File: src/sv/paxos_proposer_engine_top_assert.svh
// assertion macros for the paxos proposer top level
// expects signals clk and rst in the including scope
`ifndef PAXOS_PROPOSER_ENGINE_TOP_ASSERT_SVH
`define PAXOS_PROPOSER_ENGINE_TOP_ASSERT_SVH

// consequent checked in the same cycle
`define PAXP_ASSERT_NOW(label, ante, cons, msg) \
  label: assert property (@(posedge clk) disable iff (rst) (ante) |-> (cons)) \
    else $error(msg);

// consequent checked in the cycle after the antecedent
`define PAXP_ASSERT_NEXT(label, ante, cons, msg) \
  label: assert property (@(posedge clk) disable iff (rst) (ante) |=> (cons)) \
    else $error(msg);

`endif

File: src/sv/paxp_pkg.sv
// shared types and constants of the paxos proposer engine
// no dependencies
package paxp_pkg;

  // configuration port
  localparam int CFG_IDX_W  = 2;
  localparam int CFG_DATA_W = 16;

  localparam logic [CFG_IDX_W-1:0] CFG_QUORUM  = 2'd0;
  localparam logic [CFG_IDX_W-1:0] CFG_OWN     = 2'd1;
  localparam logic [CFG_IDX_W-1:0] CFG_TIMEOUT = 2'd2;

  localparam logic [4:0]  QUORUM_RST  = 5'd2;
  localparam logic [3:0]  OWN_RST     = 4'd0;
  localparam logic [15:0] TIMEOUT_RST = 16'd200;
  localparam logic [31:0] COUNTER_RST = 32'd2;
  localparam logic [15:0] TICKS_MAX   = 16'hFFFF;

  typedef enum logic [2:0] {
    ACT_START   = 3'd0,
    ACT_PROMISE = 3'd1,
    ACT_ACCEPT  = 3'd2,
    ACT_REJECT  = 3'd3,
    ACT_TICK    = 3'd4
  } act_t;

  typedef enum logic [2:0] {
    KIND_PHASE1  = 3'd0,
    KIND_PHASE2  = 3'd1,
    KIND_COMMIT  = 3'd2,
    KIND_CATCHUP = 3'd3,
    KIND_TIMEOUT = 3'd4
  } kind_t;

  typedef enum logic [1:0] {
    PH_IDLE = 2'd0,
    PH_ONE  = 2'd1,
    PH_TWO  = 2'd2,
    PH_PROC = 2'd3
  } phase_t;

  typedef struct packed {
    logic [4:0]  quorum;
    logic [3:0]  own_node;
    logic [15:0] timeout_ticks;
  } cfg_t;

  typedef struct packed {
    logic [2:0]  action;
    logic [31:0] round;
    logic [63:0] value;
    logic [31:0] reply_number;
    logic [3:0]  reply_node;
    logic [3:0]  origin_node;
    logic        has_accepted;
    logic [31:0] accepted_number;
    logic [3:0]  accepted_node;
  } evt_t;

  typedef struct packed {
    kind_t       kind;
    logic [31:0] msg_round;
    logic [31:0] msg_number;
    logic [3:0]  msg_node;
    logic [63:0] msg_value;
    logic        last;
  } res_t;

  // zero, one or two results produced by one event
  typedef struct packed {
    logic [1:0] count;
    res_t       item0;
    res_t       item1;
  } res_push_t;

endpackage

File: src/sv/paxp_evt_if.sv
// event channel: valid/ready handshake plus event fields
// no dependencies
interface paxp_evt_if;
  logic        valid;
  logic        ready;
  logic [2:0]  action;
  logic [31:0] round;
  logic [63:0] value;
  logic [31:0] reply_number;
  logic [3:0]  reply_node;
  logic [3:0]  origin_node;
  logic        has_accepted;
  logic [31:0] accepted_number;
  logic [3:0]  accepted_node;

  modport source (
    output valid, action, round, value, reply_number, reply_node, origin_node,
           has_accepted, accepted_number, accepted_node,
    input  ready
  );
  modport sink (
    input  valid, action, round, value, reply_number, reply_node, origin_node,
           has_accepted, accepted_number, accepted_node,
    output ready
  );
endinterface

File: src/sv/paxp_res_if.sv
// result channel: valid/ready handshake plus message fields
// no dependencies
interface paxp_res_if;
  logic        valid;
  logic        ready;
  logic [2:0]  kind;
  logic [31:0] msg_round;
  logic [31:0] msg_number;
  logic [3:0]  msg_node;
  logic [63:0] msg_value;
  logic        last;

  modport source (
    output valid, kind, msg_round, msg_number, msg_node, msg_value, last,
    input  ready
  );
  modport sink (
    input  valid, kind, msg_round, msg_number, msg_node, msg_value, last,
    output ready
  );
endinterface

File: src/sv/paxp_core.sv
// proposer state and single-pass event evaluation
// depends on paxp_pkg
module paxp_core #(
  parameter int NODES = 16
) (
  input  logic                  clk,
  input  logic                  rst,
  input  logic                  go,
  input  paxp_pkg::evt_t        evt_in,
  input  paxp_pkg::cfg_t        cfg,
  output paxp_pkg::res_push_t   push
);
  import paxp_pkg::*;

  localparam int IDXW = $clog2(NODES);
  localparam int TW   = $clog2(NODES + 1);
  localparam int CW   = (TW > 5) ? TW : 5;

  // proposer state
  phase_t            phase, phase_next;
  logic [31:0]       counter, counter_next;
  logic [31:0]       cur_round, cur_round_next;
  logic [63:0]       own_value, own_value_next;
  logic [63:0]       chosen, chosen_next;
  logic [31:0]       best_number, best_number_next;
  logic [3:0]        best_node, best_node_next;
  logic [NODES-1:0]  promise_seen, promise_seen_next;
  logic [NODES-1:0]  accept_seen, accept_seen_next;
  logic [TW-1:0]     promise_tally, promise_tally_next;
  logic [TW-1:0]     accept_tally, accept_tally_next;
  logic [15:0]       elapsed, elapsed_next;

  // reply decode
  logic              reply_match;
  logic              origin_ok;
  logic [IDXW+3:0]   origin_wide;
  logic [NODES-1:0]  origin_bit;
  logic              better;
  logic [15:0]       ticks_inc;
  res_push_t         push_c;

  assign reply_match = (evt_in.reply_number == counter) &&
                       (evt_in.reply_node == cfg.own_node);
  assign origin_ok   = (32'(evt_in.origin_node) < NODES);
  assign origin_wide = (IDXW + 4)'(evt_in.origin_node);
  assign better      = evt_in.has_accepted &&
                       ((evt_in.accepted_number > best_number) ||
                        ((evt_in.accepted_number == best_number) &&
                         (evt_in.accepted_node > best_node)));
  assign ticks_inc   = (elapsed < TICKS_MAX) ? (elapsed + 16'd1) : elapsed;

  always_comb begin
    origin_bit = '0;
    if (origin_ok) begin
      origin_bit[origin_wide[IDXW-1:0]] = 1'b1;
    end
  end

  // next state and results for the event in the input register
  always_comb begin
    phase_next         = phase;
    counter_next       = counter;
    cur_round_next     = cur_round;
    own_value_next     = own_value;
    chosen_next        = chosen;
    best_number_next   = best_number;
    best_node_next     = best_node;
    promise_seen_next  = promise_seen;
    accept_seen_next   = accept_seen;
    promise_tally_next = promise_tally;
    accept_tally_next  = accept_tally;
    elapsed_next       = elapsed;
    push_c             = '0;

    unique case (evt_in.action)
      ACT_START: begin
        counter_next       = counter + 32'd1;
        promise_seen_next  = '0;
        accept_seen_next   = '0;
        promise_tally_next = '0;
        accept_tally_next  = '0;
        best_number_next   = '0;
        best_node_next     = '0;
        own_value_next     = evt_in.value;
        cur_round_next     = evt_in.round;
        phase_next         = PH_ONE;
        elapsed_next       = '0;
        push_c.count       = 2'd1;
        push_c.item0       = '{KIND_PHASE1, evt_in.round, counter_next,
                               cfg.own_node, 64'd0, 1'b1};
      end
      ACT_PROMISE: begin
        if ((phase == PH_ONE) && reply_match && origin_ok &&
            ((promise_seen & origin_bit) == '0)) begin
          promise_seen_next  = promise_seen | origin_bit;
          promise_tally_next = TW'(promise_tally + 1'b1);
          if (better) begin
            best_number_next = evt_in.accepted_number;
            best_node_next   = evt_in.accepted_node;
            chosen_next      = evt_in.value;
          end
          if (CW'(promise_tally_next) >= CW'(cfg.quorum)) begin
            if (best_number_next == 32'd0) begin
              chosen_next = own_value;
            end
            phase_next   = PH_TWO;
            elapsed_next = '0;
            push_c.count = 2'd1;
            push_c.item0 = '{KIND_PHASE2, cur_round, counter, cfg.own_node,
                             chosen_next, 1'b1};
          end
        end
      end
      ACT_ACCEPT: begin
        if ((phase == PH_TWO) && reply_match && origin_ok &&
            ((accept_seen & origin_bit) == '0)) begin
          accept_seen_next  = accept_seen | origin_bit;
          accept_tally_next = TW'(accept_tally + 1'b1);
          if (CW'(accept_tally_next) == CW'(cfg.quorum)) begin
            phase_next   = PH_PROC;
            elapsed_next = '0;
            push_c.count = 2'd2;
            push_c.item0 = '{KIND_COMMIT, cur_round, counter, cfg.own_node,
                             chosen, 1'b0};
            push_c.item1 = '{KIND_CATCHUP, cur_round, counter, cfg.own_node,
                             chosen, 1'b1};
          end
        end
      end
      ACT_REJECT: begin
        if ((phase == PH_ONE) && reply_match) begin
          phase_next   = PH_IDLE;
          elapsed_next = '0;
          push_c.count = 2'd1;
          push_c.item0 = '{KIND_CATCHUP, evt_in.round, counter, cfg.own_node,
                           evt_in.value, 1'b1};
        end
      end
      ACT_TICK: begin
        if ((phase == PH_ONE) || (phase == PH_TWO)) begin
          if (ticks_inc >= cfg.timeout_ticks) begin
            phase_next   = PH_IDLE;
            elapsed_next = '0;
            push_c.count = 2'd1;
            push_c.item0 = '{KIND_TIMEOUT, cur_round, counter, cfg.own_node,
                             64'd0, 1'b1};
          end else begin
            elapsed_next = ticks_inc;
          end
        end
      end
      default: begin
        // unknown action codes leave everything unchanged
      end
    endcase
  end

  assign push = go ? push_c : '0;

  // state registers
  always_ff @(posedge clk) begin
    if (rst) begin
      phase         <= PH_IDLE;
      counter       <= COUNTER_RST;
      cur_round     <= '0;
      own_value     <= '0;
      chosen        <= '0;
      best_number   <= '0;
      best_node     <= '0;
      promise_seen  <= '0;
      accept_seen   <= '0;
      promise_tally <= '0;
      accept_tally  <= '0;
      elapsed       <= '0;
    end else if (go) begin
      phase         <= phase_next;
      counter       <= counter_next;
      cur_round     <= cur_round_next;
      own_value     <= own_value_next;
      chosen        <= chosen_next;
      best_number   <= best_number_next;
      best_node     <= best_node_next;
      promise_seen  <= promise_seen_next;
      accept_seen   <= accept_seen_next;
      promise_tally <= promise_tally_next;
      accept_tally  <= accept_tally_next;
      elapsed       <= elapsed_next;
    end
  end

endmodule

File: src/sv/paxp_resq.sv
// four-entry result queue, up to two writes and one read per cycle
// depends on paxp_pkg and paxp_res_if
module paxp_resq (
  input  logic                 clk,
  input  logic                 rst,
  input  paxp_pkg::res_push_t  push,
  output logic                 space,
  paxp_res_if.source           res
);
  import paxp_pkg::*;

  res_t       q [4];
  logic [1:0] head, head_next;
  logic [1:0] tail, tail_next;
  logic [2:0] count, count_next;
  logic       pop;
  res_t       head_item;

  // room for a full two-result transaction
  assign space = (count <= 3'd2);
  assign pop   = res.valid && res.ready;

  assign head_next  = pop ? (head + 2'd1) : head;
  assign tail_next  = tail + push.count;
  assign count_next = count + 3'(push.count) - 3'(pop);

  // entry storage
  always_ff @(posedge clk) begin
    if (push.count != 2'd0) begin
      q[tail] <= push.item0;
    end
    if (push.count == 2'd2) begin
      q[tail + 2'd1] <= push.item1;
    end
  end

  // pointers
  always_ff @(posedge clk) begin
    if (rst) begin
      head  <= '0;
      tail  <= '0;
      count <= '0;
    end else begin
      head  <= head_next;
      tail  <= tail_next;
      count <= count_next;
    end
  end

  // head entry drives the result channel
  assign head_item      = q[head];
  assign res.valid      = (count != 3'd0);
  assign res.kind       = head_item.kind;
  assign res.msg_round  = head_item.msg_round;
  assign res.msg_number = head_item.msg_number;
  assign res.msg_node   = head_item.msg_node;
  assign res.msg_value  = head_item.msg_value;
  assign res.last       = head_item.last;

endmodule

File: src/sv/paxos_proposer_engine_top.sv
// a result is offered by the result queue after its event transaction has
// passed the event register; throughput: one event per cycle while the queue
// has room for two results, set by the single-pass evaluation behind the event
// register. events with two results share the one-per-cycle result port through
// a four-entry queue. reset: synchronous rst restores the configuration defaults,
// the proposer state and empties both the event register and the result queue.
module paxos_proposer_engine_top #(
  parameter int NODES = 16
) (
  input  logic                           clk,
  input  logic                           rst,
  paxp_evt_if.sink                       evt,
  paxp_res_if.source                     res,
  input  logic                           cfg_we,
  input  logic [paxp_pkg::CFG_IDX_W-1:0] cfg_index,
  input  logic [paxp_pkg::CFG_DATA_W-1:0] cfg_wdata
);
  import paxp_pkg::*;

  cfg_t      cfg;
  evt_t      evt_q;
  logic      evt_q_valid;
  logic      space;
  logic      fire;
  res_push_t push;

  // configuration registers
  always_ff @(posedge clk) begin
    if (rst) begin
      cfg.quorum        <= QUORUM_RST;
      cfg.own_node      <= OWN_RST;
      cfg.timeout_ticks <= TIMEOUT_RST;
    end else if (cfg_we) begin
      unique case (cfg_index)
        CFG_QUORUM:  cfg.quorum        <= cfg_wdata[4:0];
        CFG_OWN:     cfg.own_node      <= cfg_wdata[3:0];
        CFG_TIMEOUT: cfg.timeout_ticks <= cfg_wdata;
        default: begin
          // writes beyond the register list are dropped
        end
      endcase
    end
  end

  // event register, drained whenever the queue has room for two results
  assign fire      = evt_q_valid && space;
  assign evt.ready = !evt_q_valid || fire;

  always_ff @(posedge clk) begin
    if (rst) begin
      evt_q_valid <= 1'b0;
    end else if (evt.ready) begin
      evt_q_valid <= evt.valid;
    end
  end

  always_ff @(posedge clk) begin
    if (evt.valid && evt.ready) begin
      evt_q <= '{evt.action, evt.round, evt.value, evt.reply_number,
                 evt.reply_node, evt.origin_node, evt.has_accepted,
                 evt.accepted_number, evt.accepted_node};
    end
  end

  paxp_core #(
    .NODES (NODES)
  ) u_core (
    .clk    (clk),
    .rst    (rst),
    .go     (fire),
    .evt_in (evt_q),
    .cfg    (cfg),
    .push   (push)
  );

  paxp_resq u_resq (
    .clk   (clk),
    .rst   (rst),
    .push  (push),
    .space (space),
    .res   (res)
  );

  // checks
  `include "paxos_proposer_engine_top_assert.svh"

  `PAXP_ASSERT_NEXT(a_evt_captured, evt.valid && evt.ready, evt_q_valid, "event transaction lost")
  `PAXP_ASSERT_NEXT(a_evt_held, evt_q_valid && !fire, evt_q_valid, "stalled event dropped")
  `PAXP_ASSERT_NOW(a_push_on_fire, push.count != 2'd0, fire && (push.count != 2'd3), "bad push")
  `PAXP_ASSERT_NEXT(a_push_visible, push.count != 2'd0, res.valid, "pushed result not offered")

endmodule

File: src/flat_wrapper.sv
// flat-port wrapper written by rule: the top's interface ports become plain ports
module paxos_proposer_engine_top_flat import paxp_pkg::*;
#(
  parameter int NODES = 16
)
  (clk, rst, cfg_we, cfg_index, cfg_wdata, evt_valid, evt_action, evt_round, evt_value, evt_reply_number, evt_reply_node, evt_origin_node, evt_has_accepted, evt_accepted_number, evt_accepted_node, evt_ready, res_valid, res_kind, res_msg_round, res_msg_number, res_msg_node, res_msg_value, res_last, res_ready);
  paxp_evt_if evt_i ();
  paxp_res_if res_i ();
  input  logic clk;
  input  logic rst;
  input  logic cfg_we;
  input  logic [paxp_pkg::CFG_IDX_W-1:0] cfg_index;
  input  logic [paxp_pkg::CFG_DATA_W-1:0] cfg_wdata;
  input wire logic [$bits(evt_i.valid)-1:0] evt_valid;
  input wire logic [$bits(evt_i.action)-1:0] evt_action;
  input wire logic [$bits(evt_i.round)-1:0] evt_round;
  input wire logic [$bits(evt_i.value)-1:0] evt_value;
  input wire logic [$bits(evt_i.reply_number)-1:0] evt_reply_number;
  input wire logic [$bits(evt_i.reply_node)-1:0] evt_reply_node;
  input wire logic [$bits(evt_i.origin_node)-1:0] evt_origin_node;
  input wire logic [$bits(evt_i.has_accepted)-1:0] evt_has_accepted;
  input wire logic [$bits(evt_i.accepted_number)-1:0] evt_accepted_number;
  input wire logic [$bits(evt_i.accepted_node)-1:0] evt_accepted_node;
  output wire logic [$bits(evt_i.ready)-1:0] evt_ready;
  output wire logic [$bits(res_i.valid)-1:0] res_valid;
  output wire logic [$bits(res_i.kind)-1:0] res_kind;
  output wire logic [$bits(res_i.msg_round)-1:0] res_msg_round;
  output wire logic [$bits(res_i.msg_number)-1:0] res_msg_number;
  output wire logic [$bits(res_i.msg_node)-1:0] res_msg_node;
  output wire logic [$bits(res_i.msg_value)-1:0] res_msg_value;
  output wire logic [$bits(res_i.last)-1:0] res_last;
  input wire logic [$bits(res_i.ready)-1:0] res_ready;
  assign evt_i.valid = evt_valid;
  assign evt_i.action = evt_action;
  assign evt_i.round = evt_round;
  assign evt_i.value = evt_value;
  assign evt_i.reply_number = evt_reply_number;
  assign evt_i.reply_node = evt_reply_node;
  assign evt_i.origin_node = evt_origin_node;
  assign evt_i.has_accepted = evt_has_accepted;
  assign evt_i.accepted_number = evt_accepted_number;
  assign evt_i.accepted_node = evt_accepted_node;
  assign evt_ready = evt_i.ready;
  assign res_valid = res_i.valid;
  assign res_kind = res_i.kind;
  assign res_msg_round = res_i.msg_round;
  assign res_msg_number = res_i.msg_number;
  assign res_msg_node = res_i.msg_node;
  assign res_msg_value = res_i.msg_value;
  assign res_last = res_i.last;
  assign res_i.ready = res_ready;
  paxos_proposer_engine_top #(.NODES(NODES)) u_core (.clk(clk), .rst(rst), .evt(evt_i), .res(res_i), .cfg_we(cfg_we), .cfg_index(cfg_index), .cfg_wdata(cfg_wdata));
endmodule
File: config.mk
export PLATFORM = sky130hd
export DESIGN_NAME = paxos_proposer_engine_top_flat
export DESIGN_NICKNAME = d
export VERILOG_FILES = /design/src/sv/paxp_pkg.sv /design/src/sv/paxp_evt_if.sv /design/src/sv/paxp_res_if.sv /design/src/sv/paxp_core.sv /design/src/sv/paxp_resq.sv /design/src/sv/paxos_proposer_engine_top.sv /design/src/flat_wrapper.sv
export VERILOG_INCLUDE_DIRS = /design/src /design/src/sv
export SDC_FILE = /design/constraint.sdc
export NUM_CORES = 2
export LEC_CHECK = 0
export ABC_AREA = 0
export BUFFER_PORTS_ARGS = -buffer_cell sky130_fd_sc_hd__buf_2
export CORE_ASPECT_RATIO = 1.5
export CORE_UTILIZATION = 55
export DETAILED_ROUTE_END_ITERATION = 8
export PLACE_DENSITY = 0.76
export SLEW_MARGIN = 10
export SYNTH_ARGS = -nofsm -noshare
export SYNTH_HDL_FRONTEND = slang
export SYNTH_SLANG_ARGS = --single-unit
File: constraint.sdc
create_clock -name clk -period 7.4 [get_ports clk]
set_input_delay 0.37 -clock clk [delete_from_list [all_inputs] [get_ports clk]]
set_output_delay 0.37 -clock clk [all_outputs]
set_load 0.005 [all_outputs]
-- Word level (Yosys, flattened, before mapping)
Memory sizes are Yosys's and may differ from the RTL's. A register that Yosys moved wholly into a read port is not among the register bits.
Index checks and enable logic that the tools add are counted.
- add/subtract/negate cells: 9
- magnitude comparators: 8
- eq/ne operators: 21
- multiplexer cells: 54
- bitwise operators: 4
- reduce and logical (&&, ||, !) cells: 35
- operator list (cell ; count):
    $mux 274 ; 3
    $pmux 138 s5 ; 1
    $mux 137 ; 5
    $mux 64 ; 3
    $mux 16 ; 10
    $mux 136 ; 1
    $mux 32 ; 4
    $pmux 16 s5 ; 1
    $eq 32x32->1 ; 2
    $pmux 16 s2 ; 2
    $pmux 32 s2 ; 1
    $add 32x1->32 const B ; 1
    $and 16x16->16 ; 2
    $gt 32x32->1 ; 1
    $logic_not 16->1 ; 2
    $logic_not 32->1 ; 1
    $or 16x16->16 ; 2
    $pmux 5 s2 ; 2
    $mux 2 ; 9
    $add 16x1->16 const B ; 1
    $ge 16x16->1 ; 1
    $lt 16x16->1 const B ; 1
    $ne 2x2->1 const B ; 8
    $logic_and 1x1->1 ; 11
    35 further kinds ; 56
- register bits after elaboration: 497
- bits in writable memories: 544
- bits of input ports: 199
- output and inout bits: 138
- word-level logic and storage cells: 160
- memories: 1
- memories (memory ; words ; width ; read ports ; clocked after memory_dff ; write ports ; RTL line ; RTL):
    u_core.u_resq.q ; 4 ; 136 ; 1 ; 1 ; 2 ; paxp_resq.sv:12 ; res_t q [4];

-- Depth between registers and ports, before layout
- word-level depth: 18
- mapped depth: 26
- gate-level depth less buffers: 24

-- Modules after synthesis
From an unflattened synthesis, not the netlist that was laid out.
- cell total of the unflattened synthesis: 4184
- area total of the unflattened synthesis: 51976.1 µm²
- by module, submodules not included (module ; times used ; cells each ; area each (µm²) ; sequential area each (µm²)):
    paxp_resq ; 1 ; 1364 ; 26700.6 ; 16515.8
    paxp_core ; 1 ; 2534 ; 18868.1 ; 5765.5
    paxos_proposer_engine_top ; 1 ; 286 ; 6407.4 ; 5805.6

-- Worst setup path after synthesis
No wires, ideal clock.
- kind: register -> register
- start: reg u_core.u_core.elapsed[4]
- end: mem u_core.u_resq.q[2][65] (netlist name) (data pin)
- arrival: 7.238 ns
- setup slack: -0.118 ns
- cell stages (with the launch flop): 21
- path buffers: 2
- period minus slack after synthesis: 7.518 ns
- path through: dfxtp_1 clkbuf_1 nand3_1 nor4_1 and4_1 nand3_1 and3_1 nand3_1 nor2_1 xnor2_1 ha_1 a211oi_1 nand2_1 a31oi_1 a21oi_1 o21ai_1 nand3_1 a31oi_2 buf_2 nand2_1 and2_1
- RTL lines (element ; RTL line ; RTL):
    from (decl) ; paxp_core.sv:31 ; logic [15:0] elapsed, elapsed_next;
    from (signal assigned) ; paxp_core.sv:187 ; elapsed <= elapsed_next;
    to (decl) ; paxp_resq.sv:12 ;

==> flow_metrics.env <==
export IMPL_die_area_mm2=0.0946
export IMPL_io_pins=337
export IMPL_path_class="reg -> reg"
export IMPL_via_per_inst=6.83
export IMPL_grt_overflow=0
export IMPL_final_period_utilization_pct=86.6
export IMPL_gp_congestion=0.880
export IMPL_finalMaxSlewViolations=0
export IMPL_final_common_cell="edfxtp_1"
export IMPL_cts_tree="yes"
export IMPL_yosysWarnings=0
export IMPL_crit_path_end_kind="flop"
export IMPL_cp_start_kind="flop"
export IMPL_hp_class="in -> reg"
export IMPL_cts_sinks=1043
export IMPL_synthCells=4588
export IMPL_p_per_area_mw_per_mm2=233
export IMPL_synth_distinct_cells=80
export IMPL_relSlewSlack_pct=14.7
export IMPL_grt_pass1_vias=41900
export IMPL_grt_pass1_wl_um=243000
export IMPL_rsz0062_at_grt="no"
export IMPL_drt_antenna_violating_nets=0
export IMPL_synth_top_area_cell="edfxtp_1"
export IMPL_tightest_slew_ns=1.28
export IMPL_layout_common_cells="edfxtp_1 (716), nand2_1 (666), buf_2 (335), dfxtp_1 (325), a21oi_1 (264)"
export IMPL_synth_top_area_share_pct=41.9
export IMPL_ir_worst_vdd_mv=0.210
export IMPL_syn2layout_area_growth_pct=14.9
export IMPL_min_period_ns=6.41
export IMPL_async_flop_share_pct=0
export IMPL_portBuffers=336
export IMPL_synth_nets=4855
export IMPL_synth_main_ff_cell="edfxtp_1"
export IMPL_crit_arrival_ns=6.73
export IMPL_ys_ff_latch=1043
export IMPL_dp_hpwl_um=88300
export IMPL_setup_tns_ns=0
export IMPL_grtUsageTotal_pct=33.9
export IMPL_post_cts_setup_buffer_count=0
export IMPL_die_w_um=251
export IMPL_core_mm2=0.0921
export IMPL_grt_max_degree=125
export IMPL_clk_latency_ns=0.72
export IMPL_clock_path_buffers=3
export IMPL_layout_setup_ws_ns=0.988
export IMPL_ctsHoldBuffers=193
export IMPL_setup_viol=0
export IMPL_vias=41900
export IMPL_dp_slack_ns=1.06
export IMPL_die_h_um=376
export IMPL_leakagePower_uw=0.0187
export IMPL_p_total_uw=13700
export IMPL_start_util_pct=55.8
export IMPL_wl_per_cell_um=26.5
export IMPL_max_freq_ghz=0.156
export IMPL_drc=0
export IMPL_cp_data_required_time_ns=7.72
export IMPL_fin_nets=5080
export IMPL_finalHoldViolCount=0
export IMPL_seq_area_frac_synth_pct=54.6
export IMPL_syn_area_mm2=0.0513
export IMPL_cts_root_buf="clkbuf_16"
export IMPL_critPathMaxFanout=71
export IMPL_cap_violations=0
export IMPL_wirelength_um=163000
export IMPL_outcome="complete, no violations"
export IMPL_synth_edf_count=716
export IMPL_grt_antenna_before_repair=4
export IMPL_postLayoutCoreUtil_pct=64.1
export IMPL_final_setup_skew_ns=0.0385
export IMPL_numCtsBuffers=101
export IMPL_std_cell_rows=136
export IMPL_cts_clk_slew_worst_paths_ns=0.06
export IMPL_fillerInstances=6924
export IMPL_drive_gt1_share_pct=17.0
export IMPL_cts_resized=0
export IMPL_htree_levels=3
export IMPL_drtPass1Iterations=7
export IMPL_synth_area_leaders="edfxtp_1 (42%), dfxtp_1 (13%), mux4_2 (6.0%), nand2_1 (4.9%), a22o_1 (3.3%)"
export IMPL_syn_area_per_cell_um2=11.2
export IMPL_hold_ws_ns=0.0594
export IMPL_drt_iter0_drc=4698
-- routing by layer --
metal	share of wire, %	vias up	track usage (%)
li1	-	18100	-
met1	33	20000	38.2
met2	50	3023	58.1
met3	11	818	6.10
met4	6.5	4	23.3
met5	0.017	-	0
-- final cells by class --
cell class / count / area [um2] / area share, %
flip-flops and latches: 1043 / 28100 / 47.6
clock buffers: 150 / 2950 / 5.00
well taps: 1242 / 1550 / 2.63
clock inverters: 42 / 485 / 0.823
repair buffers: 607 / 4320 / 7.32
inverters: 143 / 552 / 0.936
multi-input cells: 2917 / 21100 / 35.7
diodes: 2 / 5.00 / 0.00849
-- critical path, cell delays in order (launching register included) --
cell,delay (ns)
dfxtp_1,0.46
nand3_1,0.16
nor4_1,0.58
and4_1,0.35
nand3_1,0.29
and3_1,0.37
nand3_1,0.16
nor2_1,0.07
xnor2_1,0.12
ha_1,0.28
o21ai_0,0.08
a211o_1,0.29
a21oi_1,0.12
o21ai_1,0.22
a31oi_1,0.72
o21a_1,0.25
nor2_1,0.10
inv_6,0.69
buf_4,0.65
-- cells in the mapped netlist (all sizes together), types with 4 or more instances --
cell type and number:
o21ai 170, nand3b 14, a32o 163, a31oi 13
clkbuf 344, o211ai 67, mux4 137, dfxtp 327
or2 68, a211oi 5, o221ai 132, xnor2 25
ha 67, a22o 196, a21o 17, mux2i 13
buf 141, and4 4, inv 143, nand2b 8
nand2 669, a21oi 267, or3 12, nand3 64
xor2 63, a221o 63, o311ai 64, o2bb2ai 27
o21a 5, nor3b 13, edfxtp 716, and3 89
nor2b 17, nor4 37, and2 18, nor2 154
nand4 25, mux2 4, o31ai 81, o22ai 18
nor4b 4, nor3 82
-- state kept, by name, indices dropped and copies added (netlist names), named ones only --
register and flops:
u_core.u_core.accept_tally 5, u_core.u_core.phase 2, u_core.u_core.counter 32, u_core.u_core.best_number 32, u_core.u_core.cur_round 32, u_core.u_resq.head 2
u_core.u_resq.q 544, u_core.evt_q 176, u_core.u_core.accept_seen 16, u_core.u_resq.tail 2, u_core.u_core.best_node 4, u_core.u_core.own_value 64
u_core.u_core.promise_tally 5, u_core.u_core.elapsed 16, u_core.u_resq.count 3, u_core.evt_q_valid 1, u_core.u_core.promise_seen 16, u_core.cfg 25
u_core.u_core.chosen 64
-- worst paths after layout --
path / from / to / slack, ns / depth (start not counted)
worst min-delay path: rst / u_core.u_core.promise_tally[4] / 0.06 / 2
worst max register to register: u_core.u_core.elapsed[4] / u_core.u_resq.q[1][20] / 0.99 / 18
worst max-delay path: u_core.u_core.elapsed[4] / u_core.u_resq.q[1][20] / 0.99 / 18
worst min register to register: u_core.cfg[13] / u_core.cfg[13] / 0.45 / 2
-- per-stage QoR --
step	cell area, um2	cells
6_report	59000	6146
5_1_grt	59000	6146
4_1_cts	59000	6144
3_5_place_dp	53600	5759
3_3_place_gp	53600	5759
2_1_floorplan	51400	4588
-- power by group --
| group | internal [uW] | leakage (uW) | switching, uW |
|---|---|---|---|
| sequential | 6340 | 0.00841 | 198 |
| clock | 3110 | 0.00168 | 2280 |
| combinational | 774 | 0.00865 | 1030 |
| total | 10200 | 0.0187 | 3510 |
-- cells by family after synthesis --
kind of cell | synth area share (%)
AO/OA/AOI/OAI | 19.3
XOR/XNOR | 1.50
adder cells (fa/ha/maj) | 1.67
flip-flops | 54.6
buffers and inverters | 4.82
multiplexers | 6.35
AND/OR/NAND/NOR | 11.7
Note: power is estimated with default switching activity, not from simulation.
